## src/hw/rtl/cils_pkg.sv

```systemverilog
// Shared types and constants of the C integer literal scanner.
package cils_pkg;

    localparam int unsigned VALUE_W = 64;
    localparam int unsigned KIND_W  = 3;

    typedef enum logic [1:0] {
        RX_DEC = 2'd0,
        RX_OCT = 2'd1,
        RX_HEX = 2'd2
    } radix_t;

    typedef enum logic [KIND_W-1:0] {
        KIND_INT    = 3'd0,
        KIND_UINT   = 3'd1,
        KIND_LONG   = 3'd2,
        KIND_ULONG  = 3'd3,
        KIND_LLONG  = 3'd4,
        KIND_ULLONG = 3'd5
    } kind_t;

    typedef enum logic [2:0] {
        PH_IDLE   = 3'd0,
        PH_ZERO   = 3'd1,
        PH_HEXPFX = 3'd2,
        PH_DIGITS = 3'd3,
        PH_AFTU   = 3'd4,
        PH_AFTL   = 3'd5,
        PH_SUFEND = 3'd6
    } phase_t;

    typedef struct packed {
        logic [VALUE_W-1:0] value;
        logic               exceeds_32;
        logic               exceeds_64;
        kind_t              kind;
        logic               hex_missing;
        logic               float_follows;
    } result_t;

endpackage

```

## src/hw/rtl/c_integer_literal_scanner.sv

```systemverilog
// Top level of the C integer literal scanner: input register, scan core, result register.
//
// The scanner takes one source byte per clock unless stalled. An accepted byte is held in the
// input register, then drives one step of the state machine and its radix multiply-add; any
// result it causes is loaded into the result register at the edge of that step, so m_tvalid
// rises as the byte that ends a literal leaves the input register. Bytes may follow each other
// in every cycle; any byte, whether it ends a literal or not, waits in the input register while a
// previous result sits in the result register and m_tready is low. A result is produced for the
// first byte that does not belong to a literal, including a start byte that opens the next one.
module c_integer_literal_scanner (
    input  logic        aclk,
    input  logic        aresetn,
    input  logic        s_tvalid,
    output logic        s_tready,
    input  logic [7:0]  s_tdata,   // [7:0] ch
    input  logic        s_tuser,   // [0] start_req
    output logic        m_tvalid,
    input  logic        m_tready,
    output logic [63:0] m_tdata,   // [63:0] value
    output logic [6:0]  m_tuser    // [0] exceeds_32, [1] exceeds_64, [4:2] kind,
                                   // [5] hex_missing, [6] float_follows
);

    logic              in_valid_reg, in_valid_next;
    logic [7:0]        in_ch_reg;
    logic              in_start_reg;
    logic              out_valid_reg, out_valid_next;
    cils_pkg::result_t out_res_reg;
    logic              out_free;
    logic              fire;
    logic              res_valid;
    cils_pkg::result_t res;

    assign out_free = !out_valid_reg || m_tready;
    assign fire     = in_valid_reg && out_free;
    assign s_tready = !in_valid_reg || fire;

    always_comb begin
        in_valid_next = in_valid_reg;
        if (s_tvalid && s_tready) begin
            in_valid_next = 1'b1;
        end else if (fire) begin
            in_valid_next = 1'b0;
        end
    end

    always_comb begin
        out_valid_next = out_valid_reg;
        if (fire && res_valid) begin
            out_valid_next = 1'b1;
        end else if (m_tready) begin
            out_valid_next = 1'b0;
        end
    end

    cils_core u_core (
        .aclk      (aclk),
        .aresetn   (aresetn),
        .step_en   (fire),
        .ch        (in_ch_reg),
        .start     (in_start_reg),
        .res_valid (res_valid),
        .res       (res)
    );

    always_ff @(posedge aclk) begin
        if (!aresetn) begin
            in_valid_reg  <= 1'b0;
            out_valid_reg <= 1'b0;
        end else begin
            in_valid_reg  <= in_valid_next;
            out_valid_reg <= out_valid_next;
        end
    end

    always_ff @(posedge aclk) begin
        if (s_tvalid && s_tready) begin
            in_ch_reg    <= s_tdata;
            in_start_reg <= s_tuser;
        end
        if (fire && res_valid) begin
            out_res_reg <= res;
        end
    end

    assign m_tvalid = out_valid_reg;
    assign m_tdata  = out_res_reg.value;
    assign m_tuser  = {out_res_reg.float_follows, out_res_reg.hex_missing, out_res_reg.kind,
                       out_res_reg.exceeds_64, out_res_reg.exceeds_32};

    // The input side may only stall while a finished result is still waiting.
    a_stall_only_when_blocked: assert property (@(posedge aclk) disable iff (!aresetn)
        !s_tready |-> (in_valid_reg && out_valid_reg && !m_tready))
        else $error("input stalled without a blocked result");

    // A missing hex digit result carries a zero value, int kind and no range flags.
    a_hexmiss_clean: assert property (@(posedge aclk) disable iff (!aresetn)
        (out_valid_reg && out_res_reg.hex_missing) |->
            (out_res_reg.value == '0 && out_res_reg.kind == cils_pkg::KIND_INT &&
             !out_res_reg.exceeds_32 && !out_res_reg.exceeds_64 &&
             !out_res_reg.float_follows))
        else $error("hex_missing result has stray fields");

    // Leaving 64 bits always implies leaving 32 bits.
    a_range_order: assert property (@(posedge aclk) disable iff (!aresetn)
        (out_valid_reg && out_res_reg.exceeds_64) |-> out_res_reg.exceeds_32)
        else $error("exceeds_64 without exceeds_32");

    // A float terminator only follows bare digits, so no suffix kind can come with it.
    a_float_no_suffix: assert property (@(posedge aclk) disable iff (!aresetn)
        (out_valid_reg && out_res_reg.float_follows) |-> out_res_reg.kind == cils_pkg::KIND_INT)
        else $error("float_follows with a suffix kind");

    // A result is only loaded when the result register is free to take it.
    a_no_overwrite: assert property (@(posedge aclk) disable iff (!aresetn)
        (out_valid_reg && !m_tready) |=> (out_valid_reg && $stable(out_res_reg)))
        else $error("pending result overwritten");

endmodule

```

## src/hw/rtl/cils_fold.sv

```systemverilog
// Folds one digit into the 64-bit accumulator and updates the sticky range flags.
module cils_fold (
    input  logic [cils_pkg::VALUE_W-1:0] accum,
    input  logic                         over32,
    input  logic                         over64,
    input  cils_pkg::radix_t             radix,
    input  logic [3:0]                   digit,
    output logic [cils_pkg::VALUE_W-1:0] accum_next,
    output logic                         over32_next,
    output logic                         over64_next
);

    localparam int unsigned WIDE_W = cils_pkg::VALUE_W + 4;

    logic [WIDE_W-1:0] a_ext;
    logic [WIDE_W-1:0] prod;
    logic [WIDE_W-1:0] sum;
    logic              carry_out;

    assign a_ext = {4'b0000, accum};

    // Radix 10 is built as 8a + 2a, the others are plain shifts.
    always_comb begin
        case (radix)
            cils_pkg::RX_HEX: prod = a_ext << 4;
            cils_pkg::RX_OCT: prod = a_ext << 3;
            default:          prod = (a_ext << 3) + (a_ext << 1);
        endcase
    end

    assign sum         = prod + {{(WIDE_W-4){1'b0}}, digit};
    assign carry_out   = |sum[WIDE_W-1:cils_pkg::VALUE_W];
    assign accum_next  = sum[cils_pkg::VALUE_W-1:0];
    assign over64_next = over64 | carry_out;
    assign over32_next = over32 | over64_next | (|sum[cils_pkg::VALUE_W-1:32]);

endmodule

```

## src/hw/rtl/cils_core.sv

```systemverilog
// Literal state machine: base selection, digit folding, suffixes and result forming.
module cils_core (
    input  logic              aclk,
    input  logic              aresetn,
    input  logic              step_en,
    input  logic [7:0]        ch,
    input  logic              start,
    output logic              res_valid,
    output cils_pkg::result_t res
);

    localparam logic [4:0] NO_DIGIT = 5'd16;
    localparam logic [7:0] CH_ZERO  = 8'h30;
    localparam logic [7:0] CH_ONE   = 8'h31;
    localparam logic [7:0] CH_NINE  = 8'h39;
    localparam logic [7:0] CH_LA    = 8'h61;
    localparam logic [7:0] CH_LF    = 8'h66;
    localparam logic [7:0] CH_UA    = 8'h41;
    localparam logic [7:0] CH_UF    = 8'h46;
    localparam logic [7:0] CH_LX    = 8'h78;
    localparam logic [7:0] CH_UX    = 8'h58;
    localparam logic [7:0] CH_LU    = 8'h75;
    localparam logic [7:0] CH_UU    = 8'h55;
    localparam logic [7:0] CH_LL    = 8'h6C;
    localparam logic [7:0] CH_UL    = 8'h4C;
    localparam logic [7:0] CH_DOT   = 8'h2E;
    localparam logic [7:0] CH_LE    = 8'h65;
    localparam logic [7:0] CH_UE    = 8'h45;

    function automatic logic [4:0] digit_val(input logic [7:0] c, input cils_pkg::radix_t rx);
        logic [4:0] d;
        logic [4:0] r;
        d = NO_DIGIT;
        if (c >= CH_ZERO && c <= CH_NINE) begin
            d = {1'b0, c[3:0]};
        end else if ((c >= CH_LA && c <= CH_LF) || (c >= CH_UA && c <= CH_UF)) begin
            d = {1'b0, c[3:0]} + 5'd9;
        end
        case (rx)
            cils_pkg::RX_HEX: r = d;
            cils_pkg::RX_OCT: r = (d < 5'd8) ? d : NO_DIGIT;
            default:          r = (d < 5'd10) ? d : NO_DIGIT;
        endcase
        return r;
    endfunction

    cils_pkg::phase_t                 phase_reg, phase_next;
    cils_pkg::radix_t                 radix_reg, radix_next;
    logic [cils_pkg::VALUE_W-1:0]     accum_reg, accum_next;
    logic                             over32_reg, over32_next;
    logic                             over64_reg, over64_next;
    cils_pkg::kind_t                  kind_reg, kind_next;

    logic [4:0]                       dig;
    logic                             dig_ok;
    logic                             is_x, is_u, is_l, is_float_ch;
    logic                             is_nz_digit;
    cils_pkg::phase_t                 begin_phase, close_phase;
    logic [cils_pkg::VALUE_W-1:0]     fold_accum;
    logic                             fold_over32, fold_over64;

    assign dig         = digit_val(ch, radix_reg);
    assign dig_ok      = !start && (dig != NO_DIGIT);
    assign is_x        = !start && (ch == CH_LX || ch == CH_UX);
    assign is_u        = !start && (ch == CH_LU || ch == CH_UU);
    assign is_l        = !start && (ch == CH_LL || ch == CH_UL);
    assign is_float_ch = (ch == CH_DOT || ch == CH_LE || ch == CH_UE);
    assign is_nz_digit = (ch >= CH_ONE && ch <= CH_NINE);

    assign begin_phase = (ch == CH_ZERO) ? cils_pkg::PH_ZERO :
                         (is_nz_digit ? cils_pkg::PH_DIGITS : cils_pkg::PH_IDLE);
    assign close_phase = start ? begin_phase : cils_pkg::PH_IDLE;

    cils_fold u_fold (
        .accum       (accum_reg),
        .over32      (over32_reg),
        .over64      (over64_reg),
        .radix       (radix_reg),
        .digit       (dig[3:0]),
        .accum_next  (fold_accum),
        .over32_next (fold_over32),
        .over64_next (fold_over64)
    );

    always_comb begin
        case (phase_reg)
            cils_pkg::PH_IDLE:   phase_next = start ? begin_phase : cils_pkg::PH_IDLE;
            cils_pkg::PH_HEXPFX: phase_next = dig_ok ? cils_pkg::PH_DIGITS : close_phase;
            cils_pkg::PH_ZERO, cils_pkg::PH_DIGITS: begin
                if (phase_reg == cils_pkg::PH_ZERO && is_x) begin
                    phase_next = cils_pkg::PH_HEXPFX;
                end else if (dig_ok) begin
                    phase_next = cils_pkg::PH_DIGITS;
                end else if (is_u) begin
                    phase_next = cils_pkg::PH_AFTU;
                end else if (is_l) begin
                    phase_next = cils_pkg::PH_AFTL;
                end else begin
                    phase_next = close_phase;
                end
            end
            cils_pkg::PH_AFTU:   phase_next = is_l ? cils_pkg::PH_AFTL : close_phase;
            cils_pkg::PH_AFTL:   phase_next = is_l ? cils_pkg::PH_SUFEND : close_phase;
            default:             phase_next = close_phase;
        endcase
    end

    always_comb begin
        logic close;
        logic hexmiss;
        logic fl;
        close       = 1'b0;
        hexmiss     = 1'b0;
        fl          = 1'b0;
        res_valid   = 1'b0;
        radix_next  = radix_reg;
        accum_next  = accum_reg;
        over32_next = over32_reg;
        over64_next = over64_reg;
        kind_next   = kind_reg;
        case (phase_reg)
            cils_pkg::PH_IDLE: begin
                close = 1'b0;
            end
            cils_pkg::PH_HEXPFX: begin
                if (dig_ok) begin
                    accum_next  = fold_accum;
                    over32_next = fold_over32;
                    over64_next = fold_over64;
                end else begin
                    close   = 1'b1;
                    hexmiss = 1'b1;
                end
            end
            cils_pkg::PH_ZERO, cils_pkg::PH_DIGITS: begin
                if (phase_reg == cils_pkg::PH_ZERO && is_x) begin
                    radix_next = cils_pkg::RX_HEX;
                end else if (dig_ok) begin
                    accum_next  = fold_accum;
                    over32_next = fold_over32;
                    over64_next = fold_over64;
                end else if (is_u) begin
                    kind_next = cils_pkg::KIND_UINT;
                end else if (is_l) begin
                    kind_next = cils_pkg::KIND_LONG;
                end else begin
                    close = 1'b1;
                    fl    = (radix_reg != cils_pkg::RX_HEX) && is_float_ch;
                end
            end
            cils_pkg::PH_AFTU: begin
                if (is_l) begin
                    kind_next = cils_pkg::KIND_ULONG;
                end else begin
                    close = 1'b1;
                end
            end
            cils_pkg::PH_AFTL: begin
                if (is_l) begin
                    kind_next = (kind_reg == cils_pkg::KIND_ULONG) ? cils_pkg::KIND_ULLONG
                                                                   : cils_pkg::KIND_LLONG;
                end else begin
                    close = 1'b1;
                end
            end
            default: begin
                close = 1'b1;
            end
        endcase

        res_valid         = close;
        res.value         = hexmiss ? '0 : accum_reg;
        res.exceeds_32    = !hexmiss && over32_reg;
        res.exceeds_64    = !hexmiss && over64_reg;
        res.kind          = hexmiss ? cils_pkg::KIND_INT : kind_reg;
        res.hex_missing   = hexmiss;
        res.float_follows = fl;

        // While idle the literal state is already clear, so the same path serves both.
        if (close || phase_reg == cils_pkg::PH_IDLE) begin
            radix_next  = cils_pkg::RX_DEC;
            accum_next  = '0;
            over32_next = 1'b0;
            over64_next = 1'b0;
            kind_next   = cils_pkg::KIND_INT;
            if (start && ch == CH_ZERO) begin
                radix_next = cils_pkg::RX_OCT;
            end else if (start && is_nz_digit) begin
                accum_next = {{(cils_pkg::VALUE_W-4){1'b0}}, ch[3:0]};
            end
        end
    end

    always_ff @(posedge aclk) begin
        if (!aresetn) begin
            phase_reg  <= cils_pkg::PH_IDLE;
            radix_reg  <= cils_pkg::RX_DEC;
            accum_reg  <= '0;
            over32_reg <= 1'b0;
            over64_reg <= 1'b0;
            kind_reg   <= cils_pkg::KIND_INT;
        end else if (step_en) begin
            phase_reg  <= phase_next;
            radix_reg  <= radix_next;
            accum_reg  <= accum_next;
            over32_reg <= over32_next;
            over64_reg <= over64_next;
            kind_reg   <= kind_next;
        end
    end

endmodule

```

## config.mk

```make
export PLATFORM = sky130hd
export DESIGN_NAME = c_integer_literal_scanner
export DESIGN_NICKNAME = d
export VERILOG_FILES = /design/src/hw/rtl/cils_pkg.sv /design/src/hw/rtl/c_integer_literal_scanner.sv /design/src/hw/rtl/cils_fold.sv /design/src/hw/rtl/cils_core.sv
export SDC_FILE = /design/constraint.sdc
export NUM_CORES = 1
export LEC_CHECK = 0
export BUFFER_PORTS_ARGS = -buffer_cell sky130_fd_sc_hd__buf_2
export CAP_MARGIN = 20
export CORE_UTILIZATION = 40
export CTS_CLUSTER_DIAMETER = 100
export CTS_CLUSTER_SIZE = 8
export DETAILED_ROUTE_END_ITERATION = 8
export MAX_ROUTING_LAYER = met4
export PLACE_DENSITY = 0.65
export SYNTH_ARGS = -nofsm -noshare
export SYNTH_HDL_FRONTEND = slang
export SYNTH_SLANG_ARGS = --single-unit
```

## constraint.sdc

```tcl
create_clock -name aclk -period 11.6 [get_ports aclk]
set_input_delay 0.58 -clock aclk [delete_from_list [all_inputs] [get_ports aclk]]
set_output_delay 0.58 -clock aclk [all_outputs]
set_load 0.01 [all_outputs]
```

==> summary.txt, run 1 <==
Synthesis
  – Number of warning messages in the yosys log: 0
  – Post-synth ARST share: 0%
  – Post-Synthesis Mean Instance Area: 8.023 sq um
  – Number of enable flip-flop cells after synthesis: 80
  – Synth cell types: 108
  – Top cells by area, synth: sky130_fd_sc_hd__edfxtp_1, sky130_fd_sc_hd__dfxtp_1, sky130_fd_sc_hd__ha_1
  – Most frequently used flop master after synthesis: sky130_fd_sc_hd__edfxtp_1
  – Post-synthesis cell area: 13990 sq um
  – Syn Nets: 1830
  – Sequential element share of the synthesized area: 28.04%
  – Cell type contributing the most total cell area after synthesis: sky130_fd_sc_hd__edfxtp_1
  – Instance count of the mapped netlist: 1744
  – Number of register bits inferred by synthesis: 156
  – Share of the synthesized area in the top cell type: 17.17%

Clock tree
  – Number of buffers between clock root and the deepest sink: 2
  – Number of buffers added by the clock tree synthesis step: 17
  – Total number of H-tree levels: 4
  – Number of gates resized after cts: 0
  – Post-CTS setup-driven buffer insertion count: 0
  – CTS tree: done
  – Clk Latency, worst-skew pair: 0.47 ns
  – Worst-path clk slew: 0.07 ns
  – Clock sink count: 156
  – CTS root buf: sky130_fd_sc_hd__clkbuf_16
  – Post-CTS Hold Fix Bufs: 0

Routing
  – Vias: 13860
  – Total Routed Length: 44870 um
  – Routed wire length on met3: 3307 um
  – Routed wl met2: 19080 um
  – Post-detailed-route DRC marker count: 0
  – Sum of routed wire segments on met1: 21300 um
  – Number of DRC markers in iteration 0: 1357
  – Final ANT Viol Nets: 0
  – Post-detailed-route wirelength per cell: 20.19 um
  – Via/cell ratio: 6.236
  – Highest metal used: met4
  – Number of search-and-repair iterations in the first detailed-routing pass: 5

Setup path
  – Maximum single-stage delay on the critical path: 0.64 ns
  – Worst Setup End Kind: flop
  – Critical path, cell by cell: inv_1 > ha_1 > inv_1 > o311ai_0 > a2111oi_0 > o22ai_1 > o21a_1 > a211o_1 > or2_2 > fa_1 > nor2b_1 > o211ai_1 > a211o_1 > nor4b_2 > and4_1 > nand4b_4 > nor3_4 > nand4_4 > nor4_2 > xnor2_1 > or2_0 > a2111oi_2 > a41oi_1
  – CP max-delay cell: sky130_fd_sc_hd__a2111oi_0
  – Critical path data arrival time: 6.99 ns
  – Kind of start point of the critical path: flop
  – Worst setup path class: reg -> reg
  – Required time of the critical path: 11.92 ns
  – Highest net fanout along the worst path: 9

Floorplan
  – Starting density of the core: 40.61%
  – Total I/O pin count: 86
  – Area of the placeable core: 34460 sq um
  – Y dimension of the die: 189.0 um
  – Overall die area: 35730 sq um
  – Rows: 68
  – Horiz. Die Dim: 189.0 um

Power and ir drop
  – Clock power frac: 47.2%
  – Internal Power: 0.9389 mW
  – Relative contribution of sequential cells to total power: 47.2%
  – Switching share of total power: 24.95%
  – Share of total power in combinational logic: 5.5%
  – Leakage component of the power: 5.658 nW
  – Power per cell area: 82.07 nW/um^2
  – Net load switching power: 0.3121 mW
  – Peak supply drop: 0.0001144 V

Layout
  – Area growth, synth to finish: 8.951%
  – Number of fillers in the final layout: 3460
  – Net count, final: 1840
  – Share of final-layout standard cells stronger than drive strength 1: 11.77%
  – Diode insertion count for antenna repair: 0

STA
  – Final critical path time including I/O delays and setup: 6.663 ns
  – Headroom to the max-slew limit: 26.50%
  – Setup repair after global routing missed its margin: no
  – Setup-failing EPs final: 0
  – Worst Clk Skew: 0.01631 ns
  – Hold Violations, Final: 0
  – Setup TNS Final: 0 ns
  – Final number of max-transition violations: 0
  – Timing-limited maximum frequency: 150.1 MHz
  – Final cycle utilization of the critical path: 57.44%
  – Final worst slack: 4.937 ns
  – Slew of the pin with the lowest slew margin: 1.095 ns

Global routing
  – Pin count of the biggest net entering global routing: 101
  – Gr usage total: 25.89%
  – Wire length of the first global-routing pass: 70990 um
  – Initial antenna violation count: 0
  – Overflow after GRT: 0
  – Vias in the first global route: 12630

Hold path
  – HP Class: in -> reg

Place
  – Weighted congestion reported at the end of routability-driven placement: 0.9282
  – Input/output buffers: 85
  – Dpl hpwl: 32760 um
  – DP Worst Slack: 5.016 ns

Run status
  – Outcome: completed

Run
  – Max Cap Viol: 0
-- critical path, delay by kind of cell (launching register included) --
kind / cells / cell delay, ns
compound gates: 9 / 2.48
xor+xnor: 1 / 0.12
fa+ha+maj: 2 / 0.69
buf+inv: 2 / 0.20
flops: 1 / 0.51
simple gates: 9 / 2.50
-- power by group through the flow --
stage | combinational, mW | clock (mW) | sequential, mW
6_report | 0.0692 | 0.591 | 0.591
5_1_grt | 0.0765 | 0.622 | 0.592
4_1_cts | 0.0689 | 0.601 | 0.591
3_5_place_dp | 0.0684 | 0 | 0.603
3_3_place_gp | 0.0673 | 0 | 0.603
2_1_floorplan | 0.0464 | 0 | 0.603
-- kinds of logic (layout without fill, tap and decap cells) --
group           after synthesis  after routing  share of synthesized area, %
mux                          11             11                        0.8137
simple gates                732            732                         27.77
compound gates              547            547                         26.92
xor+xnor                     89             89                         5.571
flops                       156            156                         28.04
fa+ha+maj                    73             73                         6.635
buf+inv                     136            159                         4.247
-- metrics by stage --
stage          hold slack (ns)  cells  instance area (sq um)  power [mW]  util (%)
2_1_floorplan           0.4319   1744                  13990      0.6492         -
3_3_place_gp            0.4445   2189                  14630      0.6702     42.44
3_5_place_dp            0.4558   2189                  14630      0.6715     42.44
4_1_cts                 0.2765   2221                  15220       1.260     44.18
5_1_grt                 0.2813   2222                  15240       1.290     44.24
6_report                0.2905   2222                  15240       1.251     44.24
-- layout by cell type, fill, tap and decap left out, types with 39 or more instances in the layout --
cell type,instances
sky130_fd_sc_hd__a21oi_1,156
sky130_fd_sc_hd__a221oi_1,39
sky130_fd_sc_hd__and2_1,76
sky130_fd_sc_hd__buf_2,85
sky130_fd_sc_hd__dfxtp_1,76
sky130_fd_sc_hd__edfxtp_1,80
sky130_fd_sc_hd__ha_1,69
sky130_fd_sc_hd__nand2_1,148
sky130_fd_sc_hd__nand3_1,46
sky130_fd_sc_hd__nor2_1,192
sky130_fd_sc_hd__nor3_1,73
sky130_fd_sc_hd__o21ai_0,81
sky130_fd_sc_hd__xnor2_1,54
-- layout make-up --
class | count | area [sq um] | area share (%)
inverters | 31 | 116.4 | 0.7633
clock inverters | 12 | 131.4 | 0.8618
multi-input cells | 1452 | 9515 | 62.42
repair buffers | 96 | 520.5 | 3.414
flip-flops and latches | 156 | 3924 | 25.74
well taps | 455 | 569.3 | 3.734
clock buffers | 20 | 467.9 | 3.070
-- worst paths after layout --
check	from	to	cells after the start	slack, ns
setup / recovery	in_ch_reg[1]$_DFFE_PP_	u_core.over32_reg$_SDFFE_PN0P_	23	4.94
hold reg to reg	u_core.kind_reg[2]$_SDFFE_PN0P_	u_core.kind_reg[2]$_SDFFE_PN0P_	2	0.46
hold / removal	s_tdata[3]	in_ch_reg[3]$_DFFE_PP_	1	0.29
setup reg to reg	in_ch_reg[1]$_DFFE_PP_	u_core.over32_reg$_SDFFE_PN0P_	23	4.94
-- synth_stat cells, types with 9 or more instances --
cell,number
sky130_fd_sc_hd__or3_1,22
sky130_fd_sc_hd__xnor2_1,54
sky130_fd_sc_hd__a22oi_1,32
sky130_fd_sc_hd__a21o_1,28
sky130_fd_sc_hd__a211oi_1,18
sky130_fd_sc_hd__ha_1,71
sky130_fd_sc_hd__o21a_1,12
sky130_fd_sc_hd__dfxtp_1,76
sky130_fd_sc_hd__a31oi_1,20
sky130_fd_sc_hd__clkbuf_1,50
sky130_fd_sc_hd__o21ai_0,82
sky130_fd_sc_hd__a21oi_1,156
sky130_fd_sc_hd__nand4_1,36
sky130_fd_sc_hd__or2_2,11
sky130_fd_sc_hd__nor3_1,73
sky130_fd_sc_hd__a221o_1,14
sky130_fd_sc_hd__o21ai_1,10
sky130_fd_sc_hd__nand3b_1,12
sky130_fd_sc_hd__buf_1,9
sky130_fd_sc_hd__a211o_1,9
sky130_fd_sc_hd__buf_2,36
sky130_fd_sc_hd__and2_1,76
sky130_fd_sc_hd__a221oi_1,39
sky130_fd_sc_hd__nand3_1,46
sky130_fd_sc_hd__inv_1,28
sky130_fd_sc_hd__nand2_1,148
sky130_fd_sc_hd__o211ai_1,15
sky130_fd_sc_hd__nor2_1,192
sky130_fd_sc_hd__and4_1,15
sky130_fd_sc_hd__nor2b_1,15
sky130_fd_sc_hd__nor4_1,15
sky130_fd_sc_hd__edfxtp_1,80
sky130_fd_sc_hd__xor2_1,35
sky130_fd_sc_hd__nand2b_1,12
sky130_fd_sc_hd__and3_1,9
-- layer usage --
metal	global-route usage, %	up-vias
met2	36.92	555
met3	3.559	69
met4	9.088	0
met5	-	-
met1	37.03	6616
li1	-	6617
Power figures use the tool's default switching activity.
==> run 2, diff against run 1 <==
- PLACE_DENSITY: 0.65 -> 0.68
- clock period: 11.6 -> 6 ns (I/O delays scaled with it)
==> run 2 against run 1 <==
  * Count of clock-buffer cells in the layout increased by 5
  * Fmax increased by 15%
  * Register-to-register slack worse by 4.7 ns
  * Critical endpoint unchanged
  * Clock power increased by 86%
  * Global-route usage grew 0.32 points
  * Via count increased by 1.8%
==> summary.txt, run 2 (synthesis results as in run 1) <==
Floorplan
  – Horiz. Die Dim: 189.0 um (unchanged)
  – Total I/O pin count: 86 (unchanged)
  – Overall die area: 35730 sq um (unchanged)
  – Y dimension of the die: 189.0 um (unchanged)
  – Starting density of the core: 40.61% (unchanged)
  – Rows: 68 (unchanged)
  – Area of the placeable core: 34460 sq um (unchanged)

Power and ir drop
  – Peak supply drop: 0.0002004 V (was 0.0001144 V)
  – Total power of the final layout: 2.387 mW (was 1.251 mW)
  – Power per cell area: 153.2 nW/um^2 (was 82.07 nW/um^2)
  – Leakage component of the power: 5.873 nW (was 5.658 nW)

Routing
  – Post-detailed-route wirelength per cell: 20.46 um (was 20.19 um)
  – Final ANT Viol Nets: 0 (unchanged)
  – Post-detailed-route DRC marker count: 0 (unchanged)
  – Via/cell ratio: 6.247 (was 6.236)
  – Total Routed Length: 46210 um (was 44870 um)
  – Number of search-and-repair iterations in the first detailed-routing pass: 6 (was 5)
  – Vias: 14110 (was 13860)
  – Number of DRC markers in iteration 0: 1498 (was 1357)

STA
  – Headroom to the max-slew limit: 30.10% (was 26.50%)
  – Hold_ws: 0.01618 ns (was 0.2905 ns)
  – Final number of max-transition violations: 0 (unchanged)
  – Setup repair after global routing missed its margin: yes (was no)
  – Final critical path time including I/O delays and setup: 5.801 ns (was 6.663 ns)
  – Final cycle utilization of the critical path: 96.68% (was 57.44%)
  – Hold Violations, Final: 0 (unchanged)
  – Worst Clk Skew: 0.01684 ns (was 0.01631 ns)
  – Slew of the pin with the lowest slew margin: 1.035 ns (was 1.095 ns)
  – Timing-limited maximum frequency: 172.4 MHz (was 150.1 MHz)
  – Setup-failing EPs final: 0 (unchanged)

Clock tree
  – Worst-path clk slew: 0.07 ns (about the same)
  – Total number of H-tree levels: 4 (unchanged)
  – Clock sink count: 156 (unchanged)
  – CTS tree: done (unchanged)
  – Number of buffers between clock root and the deepest sink: 2 (unchanged)
  – Clk Latency, worst-skew pair: 0.46 ns (was 0.47 ns)
  – Number of buffers added by the clock tree synthesis step: 17 (unchanged)
  – CTS root buf: sky130_fd_sc_hd__clkbuf_16 (unchanged)
  – Post-CTS Hold Fix Bufs: 0 (unchanged)

Global routing
  – Initial antenna violation count: 0 (unchanged)
  – Gr usage total: 26.21% (was 25.89%)
  – Vias in the first global route: 12890 (was 12630)
  – Pin count of the biggest net entering global routing: 125 (was 101)
  – Wire length of the first global-routing pass: 71670 um (was 70990 um)
  – Overflow after GRT: 0 (unchanged)

Setup path
  – Critical path data arrival time: 6.13 ns (was 6.99 ns)
  – Required time of the critical path: 6.33 ns (was 11.92 ns)
  – Kind of start point of the critical path: flop (unchanged)
  – Critical path startpoint: in_ch_reg[4]$_DFFE_PP_ (was in_ch_reg[1]$_DFFE_PP_)
  – Minimum setup slack among reg-to-reg paths: 0.20 ns (was 4.94 ns)
  – Depth of the worst register-to-register path: 26 (was 23)
  – Worst R2R End: u_core.over32_reg$_SDFFE_PN0P_ (unchanged)
  – Highest net fanout along the worst path: 6 (was 9)
  – Worst setup path class: reg -> reg (unchanged)
  – R2r startpoint: in_ch_reg[4]$_DFFE_PP_ (was in_ch_reg[1]$_DFFE_PP_)
  – Worst Setup End Kind: flop (unchanged)

Hold path
  – Hold_sp: s_tuser (was s_tdata[3])
  – HP Class: in -> reg (unchanged)
  – Hold Path Depth: 1 (unchanged)
  – Hold-critical path endpoint: in_start_reg$_DFFE_PP_ (was in_ch_reg[3]$_DFFE_PP_)

Place
  – Total instance count after detailed placement: 2212 (was 2189)
  – Input/output buffers: 85 (unchanged)
  – Dpl hpwl: 33670 um (was 32760 um)
  – Weighted congestion reported at the end of routability-driven placement: 0.9730 (was 0.9282)

Layout
  – Commonest non-fill, non-tap cells in the layout: sky130_fd_sc_hd__nor2_1, sky130_fd_sc_hd__a21oi_1, sky130_fd_sc_hd__nand2_1, sky130_fd_sc_hd__buf_2 (was sky130_fd_sc_hd__nor2_1, sky130_fd_sc_hd__a21oi_1, sky130_fd_sc_hd__nand2_1, sky130_fd_sc_hd__buf_2, sky130_fd_sc_hd__o21ai_0)
  – Net count, final: 1877 (was 1840)
  – Share of final-layout standard cells stronger than drive strength 1: 14.30% (was 11.77%)
  – Diode insertion count for antenna repair: 0 (unchanged)
  – Number of cells in the finished layout apart from fillers: 2259 (was 2222)
  – Most frequent standard cell in the layout excluding fill and tap cells: sky130_fd_sc_hd__nor2_1 (unchanged)
  – Area growth, synth to finish: 11.34% (was 8.951%)

Run status
  – Outcome: completed (unchanged)

Run
  – Max Cap Viol: 0 (unchanged)
run 2: layer usage:
| layer | vias up | track usage (%) | wire (um) |
|---|---|---|---|
| met5 | - | - | 0 |
| met4 | 0 | 8.437 | 1103 |
| met3 | 80 | 3.485 | 3286 |
| met2 | 596 | 39.34 | 20420 |
| met1 | 6754 | 36.25 | 21400 |
| li1 | 6682 | - | - |
run 2: how the worst max path moves through the flow:
stage	end	slack, ns
6_report	u_core.over32_reg$_SDFFE_PN0P_	0.20
2_1_floorplan	u_core.over32_reg$_SDFFE_PN0P_	0.02
3_3_place_gp	u_core.over32_reg$_SDFFE_PN0P_	0.11
4_1_cts	u_core.over32_reg$_SDFFE_PN0P_	0.02
5_1_grt	u_core.over32_reg$_SDFFE_PN0P_	-0.09
3_5_place_dp	u_core.over32_reg$_SDFFE_PN0P_	-0.09
run 2: power by group:
part | switching [mW] | internal (mW)
registers | 0.0121 | 1.13
clock network | 0.493 | 0.608
logic | 0.104 | 0.0416
run 2: cell type report:
class,count,area (sq um)
clock inverters,7,52.55
fillers,3437,18880
flip-flops and latches,156,3924
well taps,455,569.3
multi-input cells,1452,9595
inverters,31,116.4
clock buffers,25,519.2
repair buffers,133,802.0
run 2: per-stage QoR:
stage | setup WS (ns) | area [sq um] | setup TNS, ns | util [%]
2_1_floorplan | 0.02450 | 14030 | 0 | -
3_3_place_gp | 0.1105 | 14820 | 0 | 43.01
3_5_place_dp | -0.09113 | 14820 | -0.1058 | 43.01
4_1_cts | 0.01594 | 15420 | 0 | 44.74
5_1_grt | -0.09320 | 15580 | -0.1595 | 45.21
6_report | 0.1990 | 15580 | 0 | 45.21
run 2: timing repair:
action,4_1_cts,5_1_grt
cloned,0,0
pin swaps,1,12
setup buffers,3,12
setup endpoints to repair,2,6
gates resized for setup,1,20
hold endpoints to repair,0,0
run 2: worst max-delay path, stage by stage, from the launching register on:
cell	delay, ns
sky130_fd_sc_hd__edfxtp_1	0.40
sky130_fd_sc_hd__buf_4	0.18
sky130_fd_sc_hd__a21oi_2	0.15
sky130_fd_sc_hd__o311ai_2	0.13
sky130_fd_sc_hd__a2111oi_2	0.39
sky130_fd_sc_hd__buf_4	0.17
sky130_fd_sc_hd__o22ai_1	0.09
sky130_fd_sc_hd__o21a_1	0.23
sky130_fd_sc_hd__a211o_1	0.29
sky130_fd_sc_hd__nor2_2	0.12
sky130_fd_sc_hd__ha_2	0.18
sky130_fd_sc_hd__inv_1	0.05
sky130_fd_sc_hd__fa_2	0.35
sky130_fd_sc_hd__nor2b_2	0.14
sky130_fd_sc_hd__o211ai_1	0.11
sky130_fd_sc_hd__a211o_1	0.36
sky130_fd_sc_hd__nor4b_4	0.31
sky130_fd_sc_hd__and4_4	0.28
sky130_fd_sc_hd__nand4b_4	0.15
sky130_fd_sc_hd__nor3_4	0.32
sky130_fd_sc_hd__and2_4	0.22
sky130_fd_sc_hd__nand3b_1	0.19
sky130_fd_sc_hd__buf_6	0.20
sky130_fd_sc_hd__nor2_1	0.11
sky130_fd_sc_hd__xnor2_1	0.12
sky130_fd_sc_hd__a2111oi_2	0.29
sky130_fd_sc_hd__a41oi_1	0.16
